[src/hw/rtl/svt_pkg.sv]
// Shared constants, codes and the table entry type for the satellite view table.
`default_nettype none

package svt_pkg;

	// Table depths
	localparam int VIEW_DEPTH = 32;
	localparam int USE_DEPTH  = 16;

	// Index and fill widths derived from the depths
	localparam int VIEW_IW = (VIEW_DEPTH > 1) ? $clog2(VIEW_DEPTH) : 1;
	localparam int USE_IW  = (USE_DEPTH > 1) ? $clog2(USE_DEPTH) : 1;
	localparam int VIEW_FW = $clog2(VIEW_DEPTH + 1);
	localparam int USE_FW  = $clog2(USE_DEPTH + 1);
	localparam int CNT_W   = (VIEW_FW > USE_FW) ? VIEW_FW : USE_FW;

	// Field widths
	localparam int MODE_W = 3;
	localparam int SYS_W  = 3;
	localparam int NUM_W  = 8;
	localparam int VOS_W  = 6;
	localparam int UOS_W  = 5;
	localparam int VT_W   = 6;
	localparam int UT_W   = 5;

	// Stream widths
	localparam int S_TDATA_W = 16;
	localparam int S_TUSER_W = MODE_W;
	localparam int M_TDATA_W = 24;

	// Operation codes
	localparam logic [MODE_W-1:0] MODE_PURGE     = 3'd0;
	localparam logic [MODE_W-1:0] MODE_ADD_VIEW  = 3'd1;
	localparam logic [MODE_W-1:0] MODE_ADD_USE   = 3'd2;
	localparam logic [MODE_W-1:0] MODE_CLR_USE   = 3'd3;
	localparam logic [MODE_W-1:0] MODE_CLR_ALL   = 3'd4;

	// System code that acts as a wildcard in a used-set match
	localparam logic [SYS_W-1:0] SYS_UNKNOWN = 3'd4;

	typedef struct packed {
		logic [SYS_W-1:0] sys;
		logic [NUM_W-1:0] num;
		logic             mark;
	} entry_t;

endpackage

`default_nettype wire

[src/hw/rtl/svt_cell.sv]
// One storage cell of a table chain: load a broadcast entry or take the neighbour's.
`default_nettype none

module svt_cell (
	input  logic            clk,
	input  logic            shift,
	input  logic            load,
	input  svt_pkg::entry_t nbr,
	input  svt_pkg::entry_t ld_data,
	output svt_pkg::entry_t q
);
	import svt_pkg::*;

	entry_t entry_q;

	// load wins over shift: the tail cell takes the popped head while the row advances
	always_ff @(posedge clk) begin
		if (load) begin
			entry_q <= ld_data;
		end else if (shift) begin
			entry_q <= nbr;
		end
	end

	assign q = entry_q;

endmodule

`default_nettype wire

[src/hw/rtl/satellite_view_table.sv]
// Top level of the satellite view table: two cell chains and the operation sequencer.
//
// Each input beat carries one operation (purge a system, add a view entry, add a used
// entry, clear the used set, clear both tables, query) and yields exactly one result
// beat with the per-system counts, the totals, the match flag and the accepted flag.
// Both tables are rows of cells that rotate like queues through a head cell: every
// operation walks the used set once to count and match, applies the used-set change,
// then, unless it clears both tables, walks the view table once to count and, for a
// purge, drop entries while the survivors keep their order. The next input beat is
// taken only in idle, once the result of the last item has been registered. A result
// waits in the output register while the next input beat is taken, and the sequencer
// holds only if a second result is ready before the first has been taken.
`default_nettype none

module satellite_view_table (
	input  logic                          clk,
	input  logic                          arst_n,
	input  logic                          s_tvalid,
	output logic                          s_tready,
	// [2:0] sat_system, [10:3] sat_number, [15:11] zero
	input  logic [svt_pkg::S_TDATA_W-1:0] s_tdata,
	// [2:0] mode
	input  logic [svt_pkg::S_TUSER_W-1:0] s_tuser,
	output logic                          m_tvalid,
	input  logic                          m_tready,
	// [5:0] view_of_system, [10:6] use_of_system, [16:11] view_total,
	// [21:17] use_total, [22] match_flag, [23] accepted
	output logic [svt_pkg::M_TDATA_W-1:0] m_tdata
);
	import svt_pkg::*;

	localparam logic [2:0] ST_IDLE  = 3'd0;
	localparam logic [2:0] ST_UWALK = 3'd1;
	localparam logic [2:0] ST_UPD   = 3'd2;
	localparam logic [2:0] ST_VWALK = 3'd3;
	localparam logic [2:0] ST_VADD  = 3'd4;
	localparam logic [2:0] ST_DONE  = 3'd5;

	logic [2:0]         state_q;
	logic [MODE_W-1:0]  mode_q;
	logic [SYS_W-1:0]   sys_q;
	logic [NUM_W-1:0]   num_q;
	logic [CNT_W-1:0]   rem_q;      // entries left in the current walk
	logic [VIEW_FW-1:0] vfill_q;
	logic [USE_FW-1:0]  ufill_q;
	logic [VIEW_FW-1:0] vcnt_q;
	logic [USE_FW-1:0]  ucnt_q;
	logic               match_q;
	logic               acc_q;
	logic               m_tvalid_q;
	logic [M_TDATA_W-1:0] m_tdata_q;

	// Cell rows
	entry_t             v_q [VIEW_DEPTH];
	entry_t             u_q [USE_DEPTH];
	logic [VIEW_DEPTH-1:0] v_ld;
	logic [USE_DEPTH-1:0]  u_ld;

	entry_t             u_head, v_head;
	entry_t             u_ld_data, v_ld_data;
	logic               u_hit, u_same, v_same, v_drop;
	logic               u_step, v_step, u_add, v_add;
	logic               u_shift, v_shift, u_ld_en, v_ld_en;
	logic [USE_FW-1:0]  ufill_m1;
	logic [VIEW_FW-1:0] vfill_m1;
	logic [USE_IW-1:0]  u_ld_idx;
	logic [VIEW_IW-1:0] v_ld_idx;
	logic               in_beat;

	assign in_beat = s_tvalid && s_tready;
	assign s_tready = (state_q == ST_IDLE);

	// Head cells: the entry under inspection in each walk
	assign u_head = u_q[0];
	assign v_head = v_q[0];

	// Used-set match treats an unknown system on either side as a wildcard
	assign u_hit  = (u_head.num == num_q) &&
	                ((u_head.sys == sys_q) || (u_head.sys == SYS_UNKNOWN) ||
	                 (sys_q == SYS_UNKNOWN));
	assign u_same = (u_head.sys == sys_q);
	assign v_same = (v_head.sys == sys_q);
	assign v_drop = (mode_q == MODE_PURGE) && v_same;

	assign u_step = (state_q == ST_UWALK) && (rem_q != '0);
	assign v_step = (state_q == ST_VWALK) && (rem_q != '0);

	// Store a new used entry: non-zero id, room left, no match already
	assign u_add = (state_q == ST_UPD) && (mode_q == MODE_ADD_USE) && (num_q != '0) &&
	               (ufill_q < USE_FW'(USE_DEPTH)) && !match_q;
	assign v_add = (state_q == ST_VADD) && (mode_q == MODE_ADD_VIEW) &&
	               (vfill_q < VIEW_FW'(VIEW_DEPTH));

	// A walk step pops the head and, unless dropped, reloads it at the queue tail
	assign ufill_m1 = ufill_q - USE_FW'(1);
	assign vfill_m1 = vfill_q - VIEW_FW'(1);

	assign u_shift  = u_step;
	assign u_ld_en  = u_step || u_add;
	assign u_ld_idx = u_step ? ufill_m1[USE_IW-1:0] : ufill_q[USE_IW-1:0];
	assign u_ld_data = u_step ? u_head : entry_t'{sys: sys_q, num: num_q, mark: 1'b0};

	assign v_shift  = v_step;
	assign v_ld_en  = (v_step && !v_drop) || v_add;
	assign v_ld_idx = v_step ? vfill_m1[VIEW_IW-1:0] : vfill_q[VIEW_IW-1:0];
	assign v_ld_data = v_step ? v_head : entry_t'{sys: sys_q, num: num_q, mark: match_q};

	genvar gi;
	for (gi = 0; gi < VIEW_DEPTH; gi++) begin : g_view
		assign v_ld[gi] = v_ld_en && (v_ld_idx == VIEW_IW'(gi));
		svt_cell u_cell (
			.clk     (clk),
			.shift   (v_shift),
			.load    (v_ld[gi]),
			.nbr     (v_q[(gi + 1) % VIEW_DEPTH]),
			.ld_data (v_ld_data),
			.q       (v_q[gi])
		);
	end

	for (gi = 0; gi < USE_DEPTH; gi++) begin : g_use
		assign u_ld[gi] = u_ld_en && (u_ld_idx == USE_IW'(gi));
		svt_cell u_cell (
			.clk     (clk),
			.shift   (u_shift),
			.load    (u_ld[gi]),
			.nbr     (u_q[(gi + 1) % USE_DEPTH]),
			.ld_data (u_ld_data),
			.q       (u_q[gi])
		);
	end

	// Sequencer: used walk, used update, view walk, view append, result
	always_ff @(posedge clk or negedge arst_n) begin
		if (!arst_n) begin
			state_q    <= ST_IDLE;
			mode_q     <= '0;
			sys_q      <= '0;
			num_q      <= '0;
			rem_q      <= '0;
			vfill_q    <= '0;
			ufill_q    <= '0;
			vcnt_q     <= '0;
			ucnt_q     <= '0;
			match_q    <= 1'b0;
			acc_q      <= 1'b0;
			m_tvalid_q <= 1'b0;
			m_tdata_q  <= '0;
		end else begin
			// drop the result once taken, unless the next one replaces it this cycle
			if (m_tvalid_q && m_tready && (state_q != ST_DONE)) begin
				m_tvalid_q <= 1'b0;
			end
			unique case (state_q)
				ST_IDLE: begin
					if (in_beat) begin
						mode_q  <= s_tuser;
						sys_q   <= s_tdata[SYS_W-1:0];
						num_q   <= s_tdata[SYS_W+NUM_W-1:SYS_W];
						rem_q   <= CNT_W'(ufill_q);
						vcnt_q  <= '0;
						ucnt_q  <= '0;
						match_q <= 1'b0;
						acc_q   <= 1'b0;
						state_q <= ST_UWALK;
					end
				end
				ST_UWALK: begin
					if (rem_q != '0) begin
						rem_q <= rem_q - CNT_W'(1);
						if (u_hit) begin
							match_q <= 1'b1;
						end
						if (u_same) begin
							ucnt_q <= ucnt_q + USE_FW'(1);
						end
					end else begin
						state_q <= ST_UPD;
					end
				end
				ST_UPD: begin
					case (mode_q)
						MODE_CLR_USE: begin
							ufill_q <= '0;
							ucnt_q  <= '0;
							match_q <= 1'b0;
						end
						MODE_CLR_ALL: begin
							ufill_q <= '0;
							vfill_q <= '0;
							ucnt_q  <= '0;
							match_q <= 1'b0;
						end
						MODE_ADD_USE: begin
							if (u_add) begin
								ufill_q <= ufill_q + USE_FW'(1);
								ucnt_q  <= ucnt_q + USE_FW'(1);
								match_q <= 1'b1;
								acc_q   <= 1'b1;
							end
						end
						default: begin
						end
					endcase
					rem_q   <= (mode_q == MODE_CLR_ALL) ? '0 : CNT_W'(vfill_q);
					state_q <= ST_VWALK;
				end
				ST_VWALK: begin
					if (rem_q != '0) begin
						rem_q <= rem_q - CNT_W'(1);
						if (v_drop) begin
							vfill_q <= vfill_m1;
						end else if (v_same) begin
							vcnt_q <= vcnt_q + VIEW_FW'(1);
						end
					end else begin
						state_q <= ST_VADD;
					end
				end
				ST_VADD: begin
					if (v_add) begin
						vfill_q <= vfill_q + VIEW_FW'(1);
						vcnt_q  <= vcnt_q + VIEW_FW'(1);
						acc_q   <= 1'b1;
					end
					state_q <= ST_DONE;
				end
				ST_DONE: begin
					// hold until the output register is free
					if (!m_tvalid_q || m_tready) begin
						m_tdata_q  <= {acc_q, match_q, UT_W'(ufill_q), VT_W'(vfill_q),
						               UOS_W'(ucnt_q), VOS_W'(vcnt_q)};
						m_tvalid_q <= 1'b1;
						state_q    <= ST_IDLE;
					end
				end
				default: begin
					state_q <= ST_IDLE;
				end
			endcase
		end
	end

	assign m_tvalid = m_tvalid_q;
	assign m_tdata  = m_tdata_q;

`ifndef SYNTHESIS
	a_vfill_bound: assert property (@(posedge clk) disable iff (!arst_n)
		vfill_q <= VIEW_FW'(VIEW_DEPTH))
		else $error("view fill beyond table depth");

	a_ufill_bound: assert property (@(posedge clk) disable iff (!arst_n)
		ufill_q <= USE_FW'(USE_DEPTH))
		else $error("used fill beyond set depth");

	a_walk_done: assert property (@(posedge clk) disable iff (!arst_n)
		state_q == ST_IDLE |-> rem_q == '0)
		else $error("walk counter left non-zero");

	a_no_instant_result: assert property (@(posedge clk) disable iff (!arst_n)
		in_beat |=> !$rose(m_tvalid_q))
		else $error("result raised straight after an input beat");
`endif

endmodule

`default_nettype wire

[config.mk]
export PLATFORM = sky130hd
export DESIGN_NAME = satellite_view_table
export DESIGN_NICKNAME = d
export VERILOG_FILES = /design/src/hw/rtl/svt_pkg.sv /design/src/hw/rtl/svt_cell.sv /design/src/hw/rtl/satellite_view_table.sv
export SDC_FILE = /design/constraint.sdc
export NUM_CORES = 1
export LEC_CHECK = 0
export ABC_AREA = 1
export BUFFER_PORTS_ARGS = -buffer_cell sky130_fd_sc_hd__buf_2
export CAP_MARGIN = 20
export CORE_ASPECT_RATIO = 1.2
export CORE_MARGIN = 4
export CORE_UTILIZATION = 35
export DETAILED_ROUTE_END_ITERATION = 8
export HOLD_SLACK_MARGIN = 0.05
export PLACE_DENSITY_LB_ADDON = 0.05
export SLEW_MARGIN = 20
export SYNTH_ARGS = -nofsm -noshare
export SYNTH_HDL_FRONTEND = slang
export SYNTH_HIERARCHICAL = 1
export SYNTH_SLANG_ARGS = --single-unit
[constraint.sdc]
create_clock -name clk -period 4 [get_ports clk]
set_input_delay 0.2 -clock clk [delete_from_list [all_inputs] [get_ports clk]]
set_output_delay 0.2 -clock clk [all_outputs]
set_load 0.01 [all_outputs]
### Yosys cells after proc, flatten, opt, wreduce, memory -nomap -nowiden

Index checks and enable logic that the tools add are counted.

| word-level totals | value |
|---|---|
| output and inout port bits | 26 |
| input bits | 23 |
| register bits after elaboration | 648 |

| operators by class | value |
|---|---|
| equality and inequality tests | 79 |
| reductions and logical operators | 142 |
| $lt $le $gt $ge | 2 |
| add/subtract/negate cells | 7 |
| muxes and demuxes | 139 |

Operators by type and width:

| kind | number |
|---|---|
| $mux 12 | 98 |
| $reduce_bool 2->1 | 49 |
| $eq 5x5->1 const B | 16 |
| $mux 6 | 11 |
| $logic_and 1x1->1 | 62 |
| $pmux 6 s3 | 3 |
| $eq 5x4->1 const B | 8 |
| $eq 4x4->1 const B | 8 |
| $mux 5 | 6 |
| $ne 2x2->1 const B | 12 |
| $eq 5x3->1 const B | 4 |
| $pmux 5 s2 | 2 |
| $pmux 3 s6 | 1 |
| $reduce_and 6->1 | 3 |
| $eq 4x3->1 const B | 4 |
| $eq 3x3->1 const B | 5 |
| $pmux 5 s3 | 1 |
| $reduce_bool 3->1 | 5 |
| $add 6x1->6 const B | 2 |
| $eq 3x2->1 const B | 4 |
| $mux 3 | 4 |
| $sub 6x1->6 const B | 2 |
| $add 5x1->5 const B | 2 |
| $eq 5x2->1 const B | 2 |
| 28 further kinds | 55 |

### Logic depth before layout (Yosys ltp)

Gate-level depths: netlist (run 1).

| logic depth | value |
|---|---|
| depth in word-level cells | 8 |
| mapped depth | 17 |
| mapped depth without buffers | 15 |

### Modules after synthesis

The synthesis (run 1) kept the hierarchy.

Modules (own cells, without submodules):

| module | times used | sequential area each (um^2) | cells each | area an instance (um^2) |
|---|---|---|---|---|
| svt_cell | 48 | 360.3 | 52 | 524.3 |
| satellite_view_table | 1 | 1,801.7 | 706 | 4,926.0 |

### Least setup slack after synthesis (run 1)

OpenSTA, ideal clock, no wires.

| timing | value |
|---|---|
| kind | flip-flop to flip-flop |
| from | register rem_q[0] |
| to | register g_view[0].u_cell.entry_q, in the netlist g_view[0].u_cell/q[10] (data pin) |
| clock period less this slack | 3,519 ps |
| required time | 3,860 ps |
| path buffers | 2 |
| cell stages (with the launch flop) | 13 |
| setup time | 140 ps |
| path slack | 481 ps |
| data arrival time | 3,379 ps |
| cells stage by stage | dfrtp_1 -> inv_1 -> ha_1 -> inv_1 -> nor2_1 -> nand3_1 -> nand2_4 -> inv_1 -> buf_4 -> buf_2 -> o21ai_0 -> nand2_1 -> nand2_1 |

RTL lines:

| element | RTL line | RTL |
|---|---|---|
| start: declaration | satellite_view_table.sv:43 | `logic [CNT_W-1:0] rem_q;` |
| start signal: assignment | satellite_view_table.sv:160 | `rem_q <= CNT_W'(ufill_q);` |
| start signal: assignment | satellite_view_table.sv:170 | `rem_q <= rem_q - CNT_W'(1);` |
| start signal: assignment | satellite_view_table.sv:205 | `rem_q <= (mode_q == MODE_CLR_ALL) ? '0 : CNT_W'(vfill_q);` |
| end signal: assignment | svt_cell.sv:19 | `entry_q <= ld_data;` |
| end signal: assignment | svt_cell.sv:21 | `entry_q <= nbr;` |
| end: declaration | svt_cell.sv:14 | `entry_t entry_q;` |

### Worst setup path in the final report (run 1)

| timing | value |
|---|---|
| from | register rem_q[0] |
| to | register g_use[5].u_cell.entry_q, in the netlist g_use[5].u_cell/q[1] (enable) |

| on the way | value |
|---|---|
| word-level cells in the longest chain between the ends | 6 |
| elaborated cells between the ends (all ways) | 7 |
| classes of those cells | eq/ne: 1; mux: 1; reduce/logical: 5 |

Ends and longest elaborated chain:

| element | RTL line | RTL |
|---|---|---|
| $reduce_bool 6->1 * | satellite_view_table.sv:85 | `assign u_step = (state_q == ST_UWALK) && (rem_q != '0);` |
| $logic_and 1x1->1 * | satellite_view_table.sv:85 |  |
| named net u_shift | satellite_view_table.sv:63 | `logic u_shift, v_shift, u_ld_en, v_ld_en;` |
| $mux 4 | satellite_view_table.sv:100 | `assign u_ld_idx = u_step ? ufill_m1[USE_IW-1:0] : ufill_q[USE_IW-1:0];` |
| $eq 4x3->1 | satellite_view_table.sv:122 | `assign u_ld[gi] = u_ld_en && (u_ld_idx == USE_IW'(gi));` |
| $logic_and 1x1->1 * | satellite_view_table.sv:122 |  |
| named net u_ld[5] | satellite_view_table.sv:57 | `logic [USE_DEPTH-1:0] u_ld;` |
| $reduce_bool 2->1 (no line) * | - |  |
| end signal: assignment | svt_cell.sv:19 |  |
| end signal: assignment | svt_cell.sv:21 |  |
| end: declaration | svt_cell.sv:14 |  |

The timed path passes the listed nets; every way through them passes the cells marked *.
A chain may end at the register's enable or synchronous reset.

==> run metrics, run 1 <==
IO buf count 43; # rows 89; all-layer global routing usage 0.1522; vias after detailed routing 12037; Cells on Worst Hold Path 3; synth warn 6; Post-Syn Area 17450 sq um; Critical Path AT 3.34 ns; DR WL/cell 15.26 microns; maximum clock rate 325.2 MHz; Synth Area per Inst 8.877 sq um; core area 49220 sq um; Reg2Reg Setup Slack 0.92 ns; Slew HR 0.2897; Die W 211.8 microns; NumNets Final 2018; clock tree buffer depth 3; DP HPWL 26910 microns; pre-CTS setup slack 0.9178 ns; share of cells above drive strength 1 0.1446; DIE AREA 53510 sq um; Initial Util 0.3546; ANT cells 0; Switching Share 0.3991; total clock sinks 344; top-level I/O count 49; CTS tree yes; Worst EP required 4.27 ns; Reg-to-Reg Start rem_q[0]; final hold slack 0.2561 ns; r2r worst-path depth 13; number of global-route vias before repair 11780; worst r2r dst g_use[5].u_cell/q[1]; drt pass-1 iters 5; Crit Path Class flop to flop; RSZ-0062 raised after global routing false; Final Hold Vio Count 0; GRT overflow 0; Die H 252.6 microns; worst hold start s_tvalid; initial drt markers 568; Sw Pwr 6729 uW; first-pass GRT wire length 64970 microns; Hold EP state_q[0]; initial antenna violation count 0; Worst Path Max Fanout 20; PD cells 880.6 nW/um^2; Max Clock Skew 0.02226 ns; Clock power frac 0.210; Fillers 5041; Post-CTS Setup Inserts 0; Tightest Pin Transition 1.058 ns; synth-to-layout area growth 9.708%; setup violators final 0; # DRC 0; fin util 0.3890; Inserted Clock Buffers 40; Final Cycle Share 0.7688; clk_lat worst skew 0.56 ns; Syn Nets 1996; area occupied by multi-input gates 6008 sq um; max cap viols 0; root buffer cell clkbuf_16; kind of end point of the critical path flop; number of routed nets with antenna violations 0; Reg power frac 0.418; drt via density 4.532; Static Leakage 0.008626 uW; maximum vdd drop 0.0004157 V; Post-Syn Instances 1966; Power Internal 10130 uW; status finished, final reports clean; clk slew on worst S/H paths 0.06 ns; setup TNS 0 ns; Slew Viols, Final 0; routability cong. 0.7594; HP Class input port to flop; Seq. cell area 9970 sq um; largest net degree at the start of global routing 73; CP startpoint kind flop; CP startpoint rem_q[0]; minimum clock period 3.075 ns; H-tree Lvls 2; final setup margin 0.9247 ns; Total Wirelength 40520 microns; Logic pwr share 0.372
routing by layer:
metal,vias to the layer above,track usage,routed length (microns)
li1,6243,-,-
met1,5552,0.2169,19850
met2,192,0.2428,18340
met3,50,0.02607,1544
met4,0,0.03829,791
met5,-,0,0
worst max-delay path, cell delays in order (launching register included):
cell	delay [ns]
dfrtp_1	0.41
inv_1	0.07
ha_1	0.16
inv_1	0.04
nor2_1	0.16
nand3_1	0.22
nand2_2	0.39
inv_4	0.19
o21ai_2	0.25
inv_2	0.07
nand2_2	0.12
nor2_1	0.08
buf_4	0.18
or2_2	0.43
flip-flops by register name, summed over array words and instances (netlist names):
name and count:
ucnt_q 5, mode_q 3, vfill_q 6, acc_q 1
sys_q 3, vcnt_q 6, g_use.u_cell/q 176, m_tvalid 1
ufill_q 5, m_tdata 24, match_q 1, g_view.u_cell/q 96
num_q 8, state_q 3, rem_q 6
cell type report:
type,instances,share of cell area
sequential,344,0.5207
multi-input combinational,1382,0.3138
clock buffer,57,0.05829
tap,637,0.04163
timing repair buffer,95,0.03385
inverter,125,0.02477
clock inverter,16,0.006927
power groups by stage:
| stage | clock (uW) | sequential (uW) | combinational, uW |
|---|---|---|---|
| global route | 3810 | 7200 | 7160 |
| global placement | 0 | 7100 | 6330 |
| CTS | 3680 | 7060 | 6420 |
| detailed placement | 0 | 7060 | 6370 |
| floorplan | 0 | 6810 | 4360 |
| finish | 3540 | 7040 | 6280 |
cell usage in the layout (no fill, tap or decap), drive strengths merged:
| cell | instances |
|---|---|
| dlygate4sd3 | 16 |
| ha | 7 |
| clkinv | 12 |
| a22oi | 1 |
| xnor2 | 6 |
| nor2 | 120 |
| nand2 | 1013 |
| o21bai | 1 |
| a21boi | 1 |
| a31oi | 1 |
| o221ai | 1 |
| o22ai | 2 |
| nand3b | 2 |
| nor3b | 3 |
| nand3 | 62 |
| nor3 | 4 |
| o211ai | 1 |
| bufinv | 2 |
| nand4 | 5 |
| dfrtp | 72 |
| o21ai | 63 |
| mux2 | 8 |
| inv | 127 |
| clkbuf | 57 |
| a21oi | 19 |
| o21a | 1 |
| buf | 79 |
| or2 | 49 |
| edfxtp | 272 |
| xor2 | 12 |
metrics by stage:
| step | std cells | total power, uW | instance area, sq um |
|---|---|---|---|
| finish | 2656 | 16860 | 19150 |
| global route | 2656 | 18170 | 19150 |
| CTS | 2656 | 17160 | 19140 |
| detailed placement | 2567 | 13430 | 17730 |
| global placement | 2567 | 13440 | 17730 |
| floorplan | 1966 | 11170 | 17450 |
what timing repair did:
item / 4_1_cts / 5_1_grt
endpoints found under the hold margin: 87 / 0
gates resized for setup: 0 / 0
hold buffers: 16 / 0
how the worst max path moves through the flow:
stage,slack (ns),end
after floorplan,0.53,g_view[0].u_cell/q[10]
final,0.92,g_use[5].u_cell/q[1]
after global routing,0.64,g_view[6].u_cell/q[10]
after global placement,0.92,g_use[14].u_cell/q[5]
after detailed placement,0.92,g_use[5].u_cell/q[8]
after CTS,0.89,g_use[5].u_cell/q[7]
No activity file was read; power rests on OpenSTA's default activity.
==> inputs of run 2 (changes only) <==
ABC_AREA = 0   (was 1)
clock period = 2.5 ns   (was 4 ns; I/O delays follow)
==> run 2 against run 1 <==
  * The flow now finishes with violations (setup timing)
  * Clock power grew 65%
  * Utilization grew 6.6 points
  * Combinational power grew to 2.6 times the previous value
  * Worst hold slack lost 0.12 ns
  * Die area shrank 1.2%
  * Sequential cell count is the same
  * Largest cell class unchanged
  * Sequential power grew 69%
  * Power grew 100%
==> run metrics, run 2 <==
status finished, violations left (was finished, final reports clean); failing checks setup timing; PD cells 1558 nW/um^2 (was 880.6 nW/um^2); DP HPWL 27830 microns (was 26910 microns); Slew HR 0.3508 (was 0.2897); # DRC 0 (unchanged); Power Internal 22330 uW (was 10130 uW); DIE AREA 52870 sq um (was 53510 sq um); Finished Cell Area 22040 sq um (was 19150 sq um); area occupied by multi-input gates 7607 sq um (was 6008 sq um); setup violators final 544 (was 0); Max Clock Skew 0.01715 ns (was 0.02226 ns); Post-Syn Instances 1195 (was 1966); number of routed nets with antenna violations 0 (unchanged); ANT cells 0 (unchanged); Slew Viols, Final 0 (unchanged); Initial Util 0.3558 (was 0.3546); top-level I/O count 49 (unchanged); max cap viols 0 (unchanged); Fillers 4378 (was 5041); root buffer cell clkbuf_16 (unchanged); synth warn 6 (unchanged); largest net degree at the start of global routing 73 (unchanged); Largest register FFs 176 (unchanged); Switching Share 0.3497 (was 0.3991); maximum clock rate 344.6 MHz (was 325.2 MHz); routability cong. 0.7581 (was 0.7594); total clock sinks 344 (unchanged); core area 48450 sq um (was 49220 sq um); Static Leakage 0.008593 uW (was 0.008626 uW); IO buf count 43 (unchanged); Synth Area per Inst 14.42 sq um (was 8.877 sq um); slowest cell on the critical path or4b_4 (was or2_2); drt via density 4.977 (was 4.532); Final Cycle Share 1.161 (was 0.7688); clock tree buffer depth 3 (unchanged); DR WL/cell 21.07 microns (was 15.26 microns); Total Wirelength 43620 microns (was 40520 microns); Post-Syn Area 17240 sq um (was 17450 sq um); clk slew on worst S/H paths 0.06 ns (about the same); Tot Pwr 34340 uW (was 16860 uW); r2r worst-path depth 10 (was 13); GRT overflow 0 (unchanged); drt pass-1 iters 5 (unchanged); Seq. cell area 9970 sq um (unchanged); Reg-to-Reg Start rem_q[0] (unchanged); maximum vdd drop 0.0006972 V (was 0.0004157 V); initial antenna violation count 0 (unchanged); Inserted Clock Buffers 41 (was 40); Crit Path Class flop to flop (unchanged); minimum clock period 2.902 ns (was 3.075 ns); share of cells above drive strength 1 0.5194 (was 0.1446); CP startpoint kind flop (unchanged); worst r2r dst g_use[13].u_cell/q[4] (was g_use[5].u_cell/q[1]); number of global-route vias before repair 11084 (was 11780); Critical Path AT 3.22 ns (was 3.34 ns); most common cell after layout, fill and taps aside edfxtp_1 (was nand2_1); H-tree Lvls 2 (unchanged); max incr delay on CP 0.54 ns (was 0.43 ns); critical path's top delay family multiplexers (was simple AND/OR/NAND/NOR gates); CP dominant cell by count mux2_4; Cells on Worst Hold Path 4 (was 3); synth-to-layout area growth 27.88% (was 9.708%); Tightest Pin Transition 0.9739 ns (was 1.058 ns); initial drt markers 514 (was 568); Worst EP required 2.82 ns (was 4.27 ns); Hold EP vcnt_q[5] (was state_q[0]); clk_lat worst skew 0.57 ns (was 0.56 ns); Die W 210.6 microns (was 211.8 microns); all-layer global routing usage 0.1603 (was 0.1522); worst path cell trace inv_2 > ha_4 > or4b_4 > buf_6 > o211ai_4 > mux2i_2 > mux2_4 > nor2_4 > clkbuf_16 > mux2_4 (was inv_1 > ha_1 > inv_1 > nor2_1 > nand3_1 > nand2_2 > inv_4 > o21ai_2 > inv_2 > nand2_2 > nor2_1 > buf_4 > or2_2); CTS tree yes (unchanged); final setup margin -0.4020 ns (was 0.9247 ns); HP Class input port to flop (unchanged); vias after detailed routing 10303 (was 12037); first-pass GRT wire length 66340 microns (was 64970 microns); RSZ-0062 raised after global routing true (was false); Clock power frac 0.170 (was 0.210); setup TNS -156.79 ns (was 0 ns); Post-DP Area 19410 sq um (was 17730 sq um); pre-CTS setup slack -0.5370 ns (was 0.9178 ns); worst hold start s_tvalid (unchanged); Reg2Reg Setup Slack -0.40 ns (was 0.92 ns); commonest non-fill, non-tap cells in the layout 272 x edfxtp_1, 185 x mux2_4, 117 x mux2_2, 108 x buf_4, 98 x nand2_1 (was 1000 x nand2_1, 272 x edfxtp_1, 107 x nor2_1, 72 x dfrtp_1, 68 x inv_1); Worst Path Max Fanout 7 (was 20); Logic pwr share 0.483 (was 0.372); # rows 88 (was 89); fin util 0.4549 (was 0.3890); Reg power frac 0.347 (was 0.418); NumNets Final 1438 (was 2018); Sw Pwr 12010 uW (was 6729 uW); Syn Nets 1225 (was 1996); Die H 251.1 microns (was 252.6 microns); WP buf/inv 3 (was 5); kind of end point of the critical path flop (unchanged); Final Hold Vio Count 0 (unchanged)
## run 2: metrics by stage
step	hold WS (ns)	instances
2_1_floorplan	-0.1706	1195
6_report	0.1395	2070
5_1_grt	0.1860	2070
4_1_cts	0.1094	2052
3_3_place_gp	0.3170	1944
3_5_place_dp	0.3226	1944
## run 2: what timing repair did
item                                    CTS  global route
pin swaps                                34            30
endpoints found under the hold margin    89             0
gates cloned                             11            12
setup buffers                            10             8
endpoints found under the setup margin  544           550
gates resized for setup                 146            84
hold buffers                             16             0
## run 2: worst reg2reg max path, cell delays in order, from the launching register on
cell and delay, ns:
dfrtp_1 0.39, inv_2 0.09, ha_4 0.13, or4b_4 0.54
buf_6 0.18, o211ai_4 0.22, mux2i_2 0.10, mux2_4 0.33
nor2_4 0.17, clkbuf_16 0.19, mux2_4 0.31
## run 2: worst max path at each step
stage	start	to	slack (ns)	cells past startpoint
after floorplan	rem_q[0]	g_view[0].u_cell/q[10]	-0.33	10
after global placement	rem_q[0]	g_view[6].u_cell/q[9]	-0.58	11
after detailed placement	rem_q[0]	g_view[14].u_cell/q[11]	-0.54	11
after CTS	rem_q[0]	g_use[11].u_cell/q[1]	-0.41	11
after global routing	rem_q[0]	g_use[6].u_cell/q[10]	-0.49	10
final	rem_q[0]	g_use[13].u_cell/q[4]	-0.40	10
## run 2: power by group through the flow
stage,Sequential [uW],Clock [uW],Combinational [uW]
finish,11900,5830,16600
global route,12200,6270,17800
CTS,12000,6040,16100
detailed placement,12000,0,14400
global placement,12000,0,14300
floorplan,11400,0,8630
## run 2: area by class of cell
type,instances,share of cell area
clock buffers,51,0.05058
clock inverters,24,0.008345
inverters,14,0.002611
multi-input cells,775,0.3452
flip-flops and latches,344,0.4523
well taps,630,0.03576
repair buffers,232,0.1052
## run 2: per-layer routing
layer	wire length, microns	global-route usage	vias up
met1	18630	0.1966	5239
met3	1098	0.02571	58
met4	933	0.04410	0
li1	-	-	4879
met2	22960	0.2917	127
met5	0	0	-
